[src/rtl/core/winding_number_point_in_polygon_unit_defines.svh]
// Assertion macros for the winding-number point-in-polygon unit.
// Used by the top level; expects clk_i and rst_ni in the including scope.
`ifndef WINDING_NUMBER_POINT_IN_POLYGON_UNIT_DEFINES_SVH
`define WINDING_NUMBER_POINT_IN_POLYGON_UNIT_DEFINES_SVH

// Same-cycle implication, checked on every rising clock edge out of reset.
`define WNPIP_ASSERT_NOW(label, ante, cons, msg) \
  label: assert property (@(posedge clk_i) disable iff (!rst_ni) (ante) |-> (cons)) \
    else $error(msg);

// Next-cycle implication, checked on every rising clock edge out of reset.
`define WNPIP_ASSERT_NEXT(label, ante, cons, msg) \
  label: assert property (@(posedge clk_i) disable iff (!rst_ni) (ante) |=> (cons)) \
    else $error(msg);

`endif

[src/rtl/core/wnpip_pkg.sv]
// Package of the winding-number point-in-polygon unit: word types, codes,
// states and default sizes. No dependencies.
`default_nettype none

package wnpip_pkg;

  // Default sizes and fixed field widths.
  localparam int MAX_VERTICES_DEF = 64;
  localparam int COORD_BITS_DEF   = 16;
  localparam int FIELD_W          = 16;
  localparam int WIND_W           = 8;
  localparam int MIN_VERTICES     = 3;

  // Command codes carried in the input word.
  typedef enum logic [1:0] {
    CMD_CLEAR  = 2'd0,
    CMD_APPEND = 2'd1,
    CMD_TEST   = 2'd2
  } cmd_e;

  // Sequencer states.
  typedef enum logic [2:0] {
    S_IDLE,
    S_FIRST,
    S_EDGE,
    S_MUL_A,
    S_MUL_B,
    S_FIN
  } state_e;

  // Input word.
  typedef struct packed {
    logic [1:0]                command;
    logic signed [FIELD_W-1:0] point_x;
    logic signed [FIELD_W-1:0] point_y;
  } in_word_t;

  // Result word.
  typedef struct packed {
    logic signed [WIND_W-1:0] winding;
    logic                     inside_res;
    logic                     too_few_vertices;
    logic                     vertex_overflow;
  } out_word_t;

endpackage

`default_nettype wire

[src/rtl/core/wnpip_vertex_ram.sv]
// Vertex store of the winding-number unit: one write port, one read port
// with registered read data. No dependencies.
`default_nettype none

module wnpip_vertex_ram #(
  parameter int DEPTH = 64,
  parameter int WIDTH = 32
) (
  input  wire logic                     clk_i,
  input  wire logic                     we_i,
  input  wire logic [$clog2(DEPTH)-1:0] waddr_i,
  input  wire logic [WIDTH-1:0]         wdata_i,
  input  wire logic                     re_i,
  input  wire logic [$clog2(DEPTH)-1:0] raddr_i,
  output logic      [WIDTH-1:0]         rdata_o
);

  logic [WIDTH-1:0] mem_q [DEPTH];

  // Write port.
  always_ff @(posedge clk_i) begin
    if (we_i) begin
      mem_q[waddr_i] <= wdata_i;
    end
  end

  // Read port; data holds until the next read.
  always_ff @(posedge clk_i) begin
    if (re_i) begin
      rdata_o <= mem_q[raddr_i];
    end
  end

endmodule

`default_nettype wire

[src/rtl/core/wnpip_mul_unit.sv]
// Shared signed multiplier of the winding-number unit with a registered
// product. No dependencies.
`default_nettype none

module wnpip_mul_unit #(
  parameter int OPW = 17
) (
  input  wire logic                    clk_i,
  input  wire logic                    en_i,
  input  wire logic signed [OPW-1:0]   op_a_i,
  input  wire logic signed [OPW-1:0]   op_b_i,
  output logic signed      [2*OPW-1:0] prod_o
);

  // One product per enabled cycle; the result holds otherwise.
  always_ff @(posedge clk_i) begin
    if (en_i) begin
      prod_o <= op_a_i * op_b_i;
    end
  end

endmodule

`default_nettype wire

[src/rtl/core/winding_number_point_in_polygon_unit.sv]
// Top level of the winding-number point-in-polygon unit.
// Depends on wnpip_pkg, wnpip_vertex_ram, wnpip_mul_unit and the defines header.
//
// Usage: a command word is taken on a rising edge with start high and busy low.
// Clear empties the polygon, append stores one vertex (or sets the overflow
// flag when the store is full); both give no result.
// Test walks the polygon and gives one result word, shown on res_o for a
// single cycle with res_valid_o high; the receiver cannot stall it.
// Timing of a test with n stored vertices: with n below three the result
// appears the cycle after acceptance and busy stays low. Otherwise busy is
// high while the polygon is walked; the result appears in the cycle busy falls.
// Each edge passes through EDGE, MUL_A and MUL_B since one multiplier forms
// both cross product terms in turn and the vertex store has a single read port.
// A new command may be taken in the same cycle a result is shown.
// Reset empties the polygon and clears the overflow flag; vertex data is not
// cleared and is only read after being written.
`default_nettype none
`include "winding_number_point_in_polygon_unit_defines.svh"

module winding_number_point_in_polygon_unit #(
  parameter int MAX_VERTICES = wnpip_pkg::MAX_VERTICES_DEF,
  parameter int COORD_BITS   = wnpip_pkg::COORD_BITS_DEF
) (
  input  wire logic                 clk_i,
  input  wire logic                 rst_ni,
  input  wire logic                 start,
  output logic                      busy,
  input  wire wnpip_pkg::in_word_t  word_i,
  output logic                      res_valid_o,
  output wnpip_pkg::out_word_t      res_o
);

  localparam int CW    = (COORD_BITS < wnpip_pkg::FIELD_W) ? COORD_BITS : wnpip_pkg::FIELD_W;
  localparam int DW    = CW + 1;
  localparam int PW    = 2 * DW;
  localparam int AW    = $clog2(MAX_VERTICES);
  localparam int CNTW  = $clog2(MAX_VERTICES + 1);
  localparam int WN_W  = CNTW + 1;
  localparam int SW    = (WN_W > wnpip_pkg::WIND_W) ? WN_W : wnpip_pkg::WIND_W;
  localparam logic signed [SW-1:0] W_HI = SW'((2 ** (wnpip_pkg::WIND_W - 1)) - 1);
  localparam logic signed [SW-1:0] W_LO = -W_HI - SW'(1);

  // State and datapath registers.
  wnpip_pkg::state_e state_q, state_d;
  logic [CNTW-1:0]        cnt_q, cnt_d;
  logic                   ovf_q, ovf_d;
  logic [AW-1:0]          idx_q, idx_d;
  logic                   closing_q, closing_d;
  logic                   final_q, final_d;
  logic                   pend_q, pend_d;
  logic signed [WN_W-1:0] wn_q, wn_d;
  logic                   res_valid_q, res_valid_d;
  wnpip_pkg::out_word_t   res_q, res_d;
  logic signed [CW-1:0]   px_q, px_d, py_q, py_d;
  logic signed [CW-1:0]   fx_q, fx_d, fy_q, fy_d;
  logic signed [CW-1:0]   vx_q, vx_d, vy_q, vy_d;
  logic signed [DW-1:0]   dx_q, dx_d, dyp_q, dyp_d, dpx_q, dpx_d, dy_q, dy_d;
  logic                   up_q, up_d, dn_q, dn_d;
  logic signed [PW-1:0]   a_q, a_d;

  // Memory and multiplier connections.
  logic                 we, re;
  logic [AW-1:0]        raddr;
  logic [2*CW-1:0]      rdata;
  logic signed [CW-1:0] rd_x, rd_y;
  logic                 mul_en;
  logic signed [DW-1:0] op_a, op_b;
  logic signed [PW-1:0] prod;

  // Helpers.
  wnpip_pkg::cmd_e      cmd;
  logic signed [CW-1:0] in_x, in_y, ex, ey;
  logic [CNTW-1:0]      cnt_m1;
  logic [AW-1:0]        last_idx;
  logic signed [WN_W-1:0] wn_upd;
  logic signed [SW-1:0] wn_ext, wn_sat;

  assign cmd      = wnpip_pkg::cmd_e'(word_i.command);
  assign in_x     = word_i.point_x[CW-1:0];
  assign in_y     = word_i.point_y[CW-1:0];
  assign rd_x     = rdata[2*CW-1:CW];
  assign rd_y     = rdata[CW-1:0];
  assign cnt_m1   = cnt_q - CNTW'(1);
  assign last_idx = cnt_m1[AW-1:0];
  assign ex       = closing_q ? fx_q : rd_x;
  assign ey       = closing_q ? fy_q : rd_y;

  // Vertex store.
  wnpip_vertex_ram #(
    .DEPTH (MAX_VERTICES),
    .WIDTH (2 * CW)
  ) u_ram (
    .clk_i   (clk_i),
    .we_i    (we),
    .waddr_i (cnt_q[AW-1:0]),
    .wdata_i ({in_x, in_y}),
    .re_i    (re),
    .raddr_i (raddr),
    .rdata_o (rdata)
  );

  // Shared multiplier: first term in MUL_A, second term in MUL_B.
  assign op_a = (state_q == wnpip_pkg::S_MUL_A) ? dx_q  : dpx_q;
  assign op_b = (state_q == wnpip_pkg::S_MUL_A) ? dyp_q : dy_q;

  wnpip_mul_unit #(
    .OPW (DW)
  ) u_mul (
    .clk_i  (clk_i),
    .en_i   (mul_en),
    .op_a_i (op_a),
    .op_b_i (op_b),
    .prod_o (prod)
  );

  // Apply the pending edge decision: a_q holds the first term, prod the second.
  always_comb begin
    wn_upd = wn_q;
    if (pend_q && up_q && (a_q > prod)) begin
      wn_upd = wn_q + WN_W'(1);
    end else if (pend_q && dn_q && (a_q < prod)) begin
      wn_upd = wn_q - WN_W'(1);
    end
    wn_ext = SW'(wn_upd);
    if (wn_ext > W_HI) begin
      wn_sat = W_HI;
    end else if (wn_ext < W_LO) begin
      wn_sat = W_LO;
    end else begin
      wn_sat = wn_ext;
    end
  end

  // Sequencer: next state and datapath updates.
  always_comb begin
    state_d     = state_q;
    cnt_d       = cnt_q;
    ovf_d       = ovf_q;
    idx_d       = idx_q;
    closing_d   = closing_q;
    final_d     = final_q;
    pend_d      = pend_q;
    wn_d        = wn_q;
    res_valid_d = 1'b0;
    res_d       = res_q;
    px_d        = px_q;
    py_d        = py_q;
    fx_d        = fx_q;
    fy_d        = fy_q;
    vx_d        = vx_q;
    vy_d        = vy_q;
    dx_d        = dx_q;
    dyp_d       = dyp_q;
    dpx_d       = dpx_q;
    dy_d        = dy_q;
    up_d        = up_q;
    dn_d        = dn_q;
    a_d         = a_q;
    we          = 1'b0;
    re          = 1'b0;
    raddr       = '0;
    mul_en      = 1'b0;

    case (state_q)
      wnpip_pkg::S_IDLE: begin
        if (start) begin
          case (cmd)
            wnpip_pkg::CMD_CLEAR: begin
              cnt_d = '0;
              ovf_d = 1'b0;
            end
            wnpip_pkg::CMD_APPEND: begin
              if (cnt_q < CNTW'(MAX_VERTICES)) begin
                we    = 1'b1;
                cnt_d = cnt_q + CNTW'(1);
              end else begin
                ovf_d = 1'b1;
              end
            end
            wnpip_pkg::CMD_TEST: begin
              if (cnt_q < CNTW'(wnpip_pkg::MIN_VERTICES)) begin
                res_valid_d            = 1'b1;
                res_d.winding          = '0;
                res_d.inside_res       = 1'b0;
                res_d.too_few_vertices = 1'b1;
                res_d.vertex_overflow  = ovf_q;
              end else begin
                px_d      = in_x;
                py_d      = in_y;
                re        = 1'b1;
                raddr     = '0;
                idx_d     = '0;
                wn_d      = '0;
                pend_d    = 1'b0;
                closing_d = 1'b0;
                final_d   = 1'b0;
                state_d   = wnpip_pkg::S_FIRST;
              end
            end
            default: begin
            end
          endcase
        end
      end

      // First vertex arrives: keep it for the closing edge.
      wnpip_pkg::S_FIRST: begin
        fx_d    = rd_x;
        fy_d    = rd_y;
        vx_d    = rd_x;
        vy_d    = rd_y;
        re      = 1'b1;
        raddr   = AW'(1);
        idx_d   = AW'(1);
        state_d = wnpip_pkg::S_EDGE;
      end

      // Set up one edge from the previous vertex to the current end vertex,
      // retire the decision of the edge before it and fetch the next vertex if any.
      wnpip_pkg::S_EDGE: begin
        dx_d   = {ex[CW-1], ex} - {vx_q[CW-1], vx_q};
        dyp_d  = {py_q[CW-1], py_q} - {vy_q[CW-1], vy_q};
        dpx_d  = {px_q[CW-1], px_q} - {vx_q[CW-1], vx_q};
        dy_d   = {ey[CW-1], ey} - {vy_q[CW-1], vy_q};
        up_d   = (vy_q <= py_q) && (ey > py_q);
        dn_d   = (vy_q > py_q) && (ey <= py_q);
        vx_d   = ex;
        vy_d   = ey;
        wn_d   = wn_upd;
        pend_d = 1'b0;
        if (closing_q) begin
          final_d = 1'b1;
        end else if (idx_q == last_idx) begin
          closing_d = 1'b1;
        end else begin
          re    = 1'b1;
          raddr = idx_q + AW'(1);
          idx_d = idx_q + AW'(1);
        end
        state_d = wnpip_pkg::S_MUL_A;
      end

      wnpip_pkg::S_MUL_A: begin
        mul_en  = 1'b1;
        state_d = wnpip_pkg::S_MUL_B;
      end

      wnpip_pkg::S_MUL_B: begin
        mul_en  = 1'b1;
        a_d     = prod;
        pend_d  = 1'b1;
        state_d = final_q ? wnpip_pkg::S_FIN : wnpip_pkg::S_EDGE;
      end

      // Retire the closing edge and present the result.
      wnpip_pkg::S_FIN: begin
        wn_d                   = wn_upd;
        pend_d                 = 1'b0;
        res_valid_d            = 1'b1;
        res_d.winding          = wn_sat[wnpip_pkg::WIND_W-1:0];
        res_d.inside_res       = (wn_upd != '0);
        res_d.too_few_vertices = 1'b0;
        res_d.vertex_overflow  = ovf_q;
        state_d                = wnpip_pkg::S_IDLE;
      end

      default: begin
        state_d = wnpip_pkg::S_IDLE;
      end
    endcase
  end

  // Control registers.
  always_ff @(posedge clk_i or negedge rst_ni) begin
    if (!rst_ni) begin
      state_q     <= wnpip_pkg::S_IDLE;
      cnt_q       <= '0;
      ovf_q       <= 1'b0;
      idx_q       <= '0;
      closing_q   <= 1'b0;
      final_q     <= 1'b0;
      pend_q      <= 1'b0;
      wn_q        <= '0;
      res_valid_q <= 1'b0;
    end else begin
      state_q     <= state_d;
      cnt_q       <= cnt_d;
      ovf_q       <= ovf_d;
      idx_q       <= idx_d;
      closing_q   <= closing_d;
      final_q     <= final_d;
      pend_q      <= pend_d;
      wn_q        <= wn_d;
      res_valid_q <= res_valid_d;
    end
  end

  // Payload registers.
  always_ff @(posedge clk_i) begin
    res_q <= res_d;
    px_q  <= px_d;
    py_q  <= py_d;
    fx_q  <= fx_d;
    fy_q  <= fy_d;
    vx_q  <= vx_d;
    vy_q  <= vy_d;
    dx_q  <= dx_d;
    dyp_q <= dyp_d;
    dpx_q <= dpx_d;
    dy_q  <= dy_d;
    up_q  <= up_d;
    dn_q  <= dn_d;
    a_q   <= a_d;
  end

  assign busy        = (state_q != wnpip_pkg::S_IDLE);
  assign res_valid_o = res_valid_q;
  assign res_o       = res_q;

  // Terms used by the checks below.
  logic walk_ok, inside_ok, few_res;
  assign walk_ok   = (cnt_q >= CNTW'(wnpip_pkg::MIN_VERTICES)) && (idx_q <= last_idx);
  assign inside_ok = (res_o.inside_res == (res_o.winding != '0));
  assign few_res   = res_valid_o && res_o.too_few_vertices;

  // Checks on the sequencer and the result word.
  `WNPIP_ASSERT_NEXT(a_fin_gives_result, state_q == wnpip_pkg::S_FIN, res_valid_o, "lost result")
  `WNPIP_ASSERT_NOW(a_walk_needs_polygon, busy, walk_ok, "walk past the polygon")
  `WNPIP_ASSERT_NOW(a_inside_matches, res_valid_o, inside_ok, "inside flag mismatch")
  `WNPIP_ASSERT_NOW(a_few_gives_zero, few_res, res_o.winding == '0, "nonzero winding")

endmodule

`default_nettype wire

[config.mk]
export PLATFORM = sky130hd
export DESIGN_NAME = winding_number_point_in_polygon_unit
export DESIGN_NICKNAME = d
export VERILOG_FILES = /design/src/rtl/core/wnpip_pkg.sv /design/src/rtl/core/wnpip_vertex_ram.sv /design/src/rtl/core/wnpip_mul_unit.sv /design/src/rtl/core/winding_number_point_in_polygon_unit.sv
export VERILOG_INCLUDE_DIRS = /design/src /design/src/rtl/core
export SDC_FILE = /design/constraint.sdc
export NUM_CORES = 2
export LEC_CHECK = 0
export BUFFER_PORTS_ARGS = -buffer_cell sky130_fd_sc_hd__buf_2
export CORE_AREA = 4 4 451 453
export DETAILED_ROUTE_END_ITERATION = 12
export DIE_AREA = 0 0 455 457
export PLACE_DENSITY = 0.68
export SLEW_MARGIN = 20
export SYNTH_ARGS = -nofsm -noshare
export SYNTH_HDL_FRONTEND = slang
export SYNTH_SLANG_ARGS = --single-unit
[constraint.sdc]
create_clock -name clk_i -period 24.7 [get_ports clk_i]
set_clock_uncertainty 0.1 [all_clocks]
set_input_delay 1.235 -clock clk_i [delete_from_list [all_inputs] [get_ports clk_i]]
set_output_delay 1.235 -clock clk_i [all_outputs]
set_load 0.01 [all_outputs]
# Yosys cells after proc, flatten, opt, wreduce, memory -nomap -nowiden
# Memories as Yosys holds them, arrays and structs flattened. A register that Yosys moved wholly into a read port is not among the register bits.
# Cells that the tools add are included.
# totals
reg_bits,274
ramBits,2048
elab_cells,157
n_memories,1
# classes
addsub,9
n_mul,1
order_cmp,10
n_eq_ne,17
mux,62
n_bitwise,1
reduce_logical,29
# mem_list
name,words,word_bits,rd,rd_ports_with_merged_regs,write_ports,line,source
u_ram.mem_q,64,32,1,1,1,wnpip_vertex_ram.sv:18,logic [WIDTH-1:0] mem_q [DEPTH];
# op_table
op,n
subtractor 16 x 16 -> 17 bit,4
case mux 16 bit (2 select lines),2
2-to-1 mux 8 bit,7
2-to-1 mux 6 bit,7
> comparator 34 bit,1
less-than comparator 34 bit,1
multiplier 17 x 17 -> 34 bit,1
2-to-1 mux 17 bit,2
2-to-1 mux 11 bit,3
> comparator 16 bit,2
less-or-equal comparator 16 bit,2
2-to-1 mux 16 bit,2
AND reduction 4 bit,7
2-to-1 mux 1 bit,22
case mux 11 bit (2 select lines),1
case mux 6 bit (3 select lines),1
"inequality test 2 bit, second input constant",8
case mux 8 bit (2 select lines),1
case mux 3 bit (5 select lines),1
case mux 7 bit (2 select lines),1
2-to-1 mux 3 bit,4
case mux 6 bit (2 select lines),1
nonzero test 2 bit,5
nonzero test 3 bit,3
other kinds (28),40

# Depth between registers and ports, before layout
# depth
word_depth,8
mapped_depth,32
mapped_depth_nobuf,28

# By module
# Synthesis repeated with hierarchy kept, for this count alone.
# unflattened
hier_cells,5805
hier_area_um2,104591.6
# modules_own_cells
module,n_inst,cells_each,area_each_um2,seq_area_each_um2
wnpip_vertex_ram,1,3325,78883.2,62459.9
winding_number_point_in_polygon_unit,1,1244,13710.6,7061.8
wnpip_mul_unit,1,1236,11997.8,1021.0

# Worst setup path after synthesis
# Ideal clock, no wire load.
# synth_timing
kind,register to register
startpoint,register state_q[0]
endpoint,register u_mul.prod_o[33] (data pin)
setup_ns,0.167
arrival_time_ns,7.468
required_time_ns,24.433
path_slack_ns,16.965
stages_incl_launch_ff,28
synth_period_minus_slack_ns,7.735
path_cell_list,dfrtp_1 > clkbuf_1 > nand2_1 > clkbuf_1 > buf_1 > mux2i_1 > nor2_1 > fa_1 > inv_1 > fa_1 > fa_1 > inv_1 > fa_1 > fa_1 > inv_1 > fa_1 > inv_1 > ha_1 > a21oi_1 > o221ai_1 > a21oi_1 > o21a_1 > o21ai_0 > a211oi_1 > o21ai_0 > a2111o_1 > and3_1 > a211oi_1
# synth_via
elab_chain_cells,3
elab_cells_between_ends,4
cone_classes,mul (1); eq/ne (1); mux (2)
# synth_rtl
item,line,source
start: declaration,winding_number_point_in_polygon_unit.sv:44,"wnpip_pkg::state_e state_q, state_d;"
start signal: assignment,winding_number_point_in_polygon_unit.sv:276,state_q <= wnpip_pkg::S_IDLE;
start signal: assignment,winding_number_point_in_polygon_unit.sv:286,state_q <= state_d;
== test 3 x 2 -> 1 bit *,"winding_number_point_in_polygon_unit.sv:103, winding_number_point_in_polygon_unit.sv:104",
"2-to-1 mux 17 bit, on equally long branches","winding_number_point_in_polygon_unit.sv:103, winding_number_point_in_polygon_unit.sv:104",
multiplier 17 x 17 -> 34 bit *,wnpip_mul_unit.sv:18,prod_o <= op_a_i * op_b_i;
end signal: assignment,wnpip_mul_unit.sv:18,
end: declaration,wnpip_mul_unit.sv:12,output logic signed [2*OPW-1:0] prod_o
# Every way passes the cells marked *; elsewhere a longest branch is shown, timed or not.
# A chain may end at the register's enable or synchronous reset.

# Worst setup path after layout
# layout_timing
startpoint,register state_q[1]
endpoint,register u_mul.prod_o[33] (data pin)
# Same word-level chain as after synthesis.

==> flow_summary.yaml <==
worst_setup_path:
  cp.required_ps: 25290
  rrSetupSlack_ps: 15850
  crit_end: "u_mul.prod_o[33]$_DFFE_PP_"
  crit_top_cell: "fa_1"
  max_stage_delay_ps: 1170
  path_max_fanout: 63
  critPathKind: "flop to flop"
  worst_ep_arrival_time_ps: 9430
  rr_worst_depth: 26
  slowest_stage: "mux2i_1"
  regToRegStartpoint: "state_q[1]$_DFFE_PN0P_"
  end_kind: "flop"
  worst_setup_path_start_kind: "flop"
  critPathLaunch: "state_q[1]$_DFFE_PN0P_"
  r2r_end: "u_mul.prod_o[33]$_DFFE_PP_"
detailed_routing:
  post_drt_wl_per_cell_um: 26.2
  avgViaCountPerCell: 6.05
  vias: 67400
  drt-initial-drc-count: 9100
  dr.pass1.iters: 6
  route.detailed.drc: 0
  routed_wl_mm: 292
  postRouteAntennaNets: 0
global_route:
  grt_overflow_total: 0
  grt_pass1_wl_mm: 426
  grt_pass1_vias: 65000
  grtUsageTotal_pct: 27.7
  grt_max_degree: 139
  antenna_found_initial: 11
synthesis:
  syn_area_sq_mm: 0.105
  synthDistinctLibCells: 73
  yosysWarnings: 0
  async_flop_share_pct: 1.23
  synth_cells: 8240
  avgSynthCellArea_sq_um: 12.8
  synth_largest_area_cell: "edfxtp_1"
  synth_top_area_share_pct: 66.4
  ys_ff_latch: 2354
  syn_nets: 8782
  synth_area_leaders: "edfxtp_1 66%, nand2_1 7.6%, fa_1 5.7%, nand3_1 3.4%, ha_1 2.4%"
  synth-edff-count: 2325
  ys_seq_area_share_pct: 67.1
  synth_ff_type: "edfxtp_1"
clock_network:
  cts_tree: "yes"
  cts_max_path_buffers: 3
  cts-buffers-inserted: 227
  hold_buffers: 0
  clock_latency_ps: 880
  cts_resized: 0
  clk_root_buffer_cell: "clkbuf_16"
  clkTransAtPathRegs_ps: 60
  cts_sinks: 2354
  cts_setup_buffers: 0
  htree_levels: 4
floorplanning:
  core_sq_mm: 0.199
  start_util_pct: 52.8
  fp-row-count: 164
  die_w_um: 455
  die_h_um: 457
  die_area_sq_mm: 0.208
  ios: 50
finish:
  area_growth_pct: 10.7
  final_common_cell: "edfxtp_1"
  layout-drive-gt1-share_pct: 8.30
  fin_nets: 8821
  fillers: 15400
  mostFrequentLayoutCells: "2325 x edfxtp_1, 2133 x nand2_1, 704 x nand3_1"
placed_design:
  portBuffers: 49
  place_hpwl_mm: 171
  gp_congestion: 0.895
timing:
  setup_tns_ps: 0
  max_freq_ghz: 0.113
  finalMaxSlewViolations: 0
  min_period_ps: 8850
  final-hold-violation-count: 0
  period_share_pct: 35.8
  grt_setup_unrepaired: "false"
  setup_viol: 0
  worst_slew_pin_slew_ps: 1220
  slew_headroom_pct: 16.5
status:
  outcome: "complete, no violations"
hold_path:
  hold_path.class: "flop to flop"
job:
  drv_cap: 0
==> worst max-delay path: cells and delay by family (launching register included) <==
family | cells | cell delay [ps]
compound gates | 9 | 2130
fa+ha+maj | 7 | 3280
buf+inv | 5 | 300
flops | 1 | 430
mux | 1 | 1170
simple gates | 4 | 1140
==> stage by stage <==
step	util [%]	hold WS [ps]	cell area, sq um	setup slack [ps]	instances
2_1_floorplan	-	326	105000	16970	8240
3_3_place_gp	54.7	333	109000	16010	10700
3_5_place_dp	54.7	338	109000	16000	10700
4_1_cts	58.4	329	116000	15930	11100
5_1_grt	58.4	361	116000	15450	11100
6_report	58.5	351	116000	15850	11100
==> registers in the layout, summed over array words and instances, names as in the netlist, 3 cells and up <==
name,count
state_q,3
u_mul.prod_o,34
res_o,11
a_q,34
u_ram.rdata_o,32
dyp_q,17
py_q,16
vy_q,16
vx_q,16
fy_q,16
dpx_q,17
cnt_q,7
wn_q,8
px_q,16
idx_q,6
dx_q,17
u_ram.mem_q,2048
dy_q,17
fx_q,16
==> synthesized netlist by cell type, types with 32 or more instances <==
library cell / instances
xnor2_1: 72
buf_1: 46
a22oi_1: 34
and3_1: 48
a31oi_1: 275
ha_1: 205
clkbuf_1: 199
nand4_1: 220
nor2_1: 345
nand2_1: 2136
mux2i_1: 153
mux2_2: 56
fa_1: 300
a21o_1: 32
buf_2: 146
a21oi_1: 75
nand3_1: 708
edfxtp_1: 2325
o21ai_0: 70
inv_1: 441
==> final cells by class <==
cell class | instances | area, sq um | share of cell area, %
well taps | 2656 | 3320 | 2.85
inverters | 442 | 1660 | 1.43
repair buffers | 218 | 1660 | 1.43
clock inverters | 135 | 1360 | 1.16
diodes | 4 | 10.0 | 0.00859
clock buffers | 287 | 6050 | 5.20
multi-input cells | 5036 | 31900 | 27.4
flip-flops and latches | 2354 | 70500 | 60.6
==> layer usage <==
layer	vias to the layer above	global-route usage [%]	wire (um)
met3	618	4.32	26500
met4	4	10.6	11900
met2	3449	44.6	140000
met1	33800	38.1	113000
met5	-	0	27
li1	29500	-	-
==> worst min path at each step <==
stage / startpoint / end / depth (start not counted)
2_1_floorplan: ovf_q$_DFFE_PN0P_ / res_o[0]$_DFFE_PP_ / 0
3_3_place_gp: u_mul.prod_o[20]$_DFFE_PP_ / a_q[20]$_DFFE_PP_ / 0
3_5_place_dp: u_mul.prod_o[17]$_DFFE_PP_ / a_q[17]$_DFFE_PP_ / 0
4_1_cts: rst_ni / wn_q[1]$_DFFE_PN0P_ / 1
5_1_grt: u_mul.prod_o[13]$_DFFE_PP_ / a_q[13]$_DFFE_PP_ / 0
6_report: u_mul.prod_o[31]$_DFFE_PP_ / a_q[31]$_DFFE_PP_ / 0
==> logic make-up after synthesis <==
kind of cell             after synthesis  synth area share (%)
buffers and inverters                850                  3.27
multiplexers                         209                  2.06
adder cells (fa/ha/maj)              505                  8.15
XOR/XNOR                              92                 0.766
AO/OA/AOI/OAI                        617                  3.88
flip-flops                          2354                  67.1
AND/OR/NAND/NOR                     3613                  14.8
Power is not shown: default switching activity piles up to over one toggle a cycle in this logic, so the estimate is an artifact.
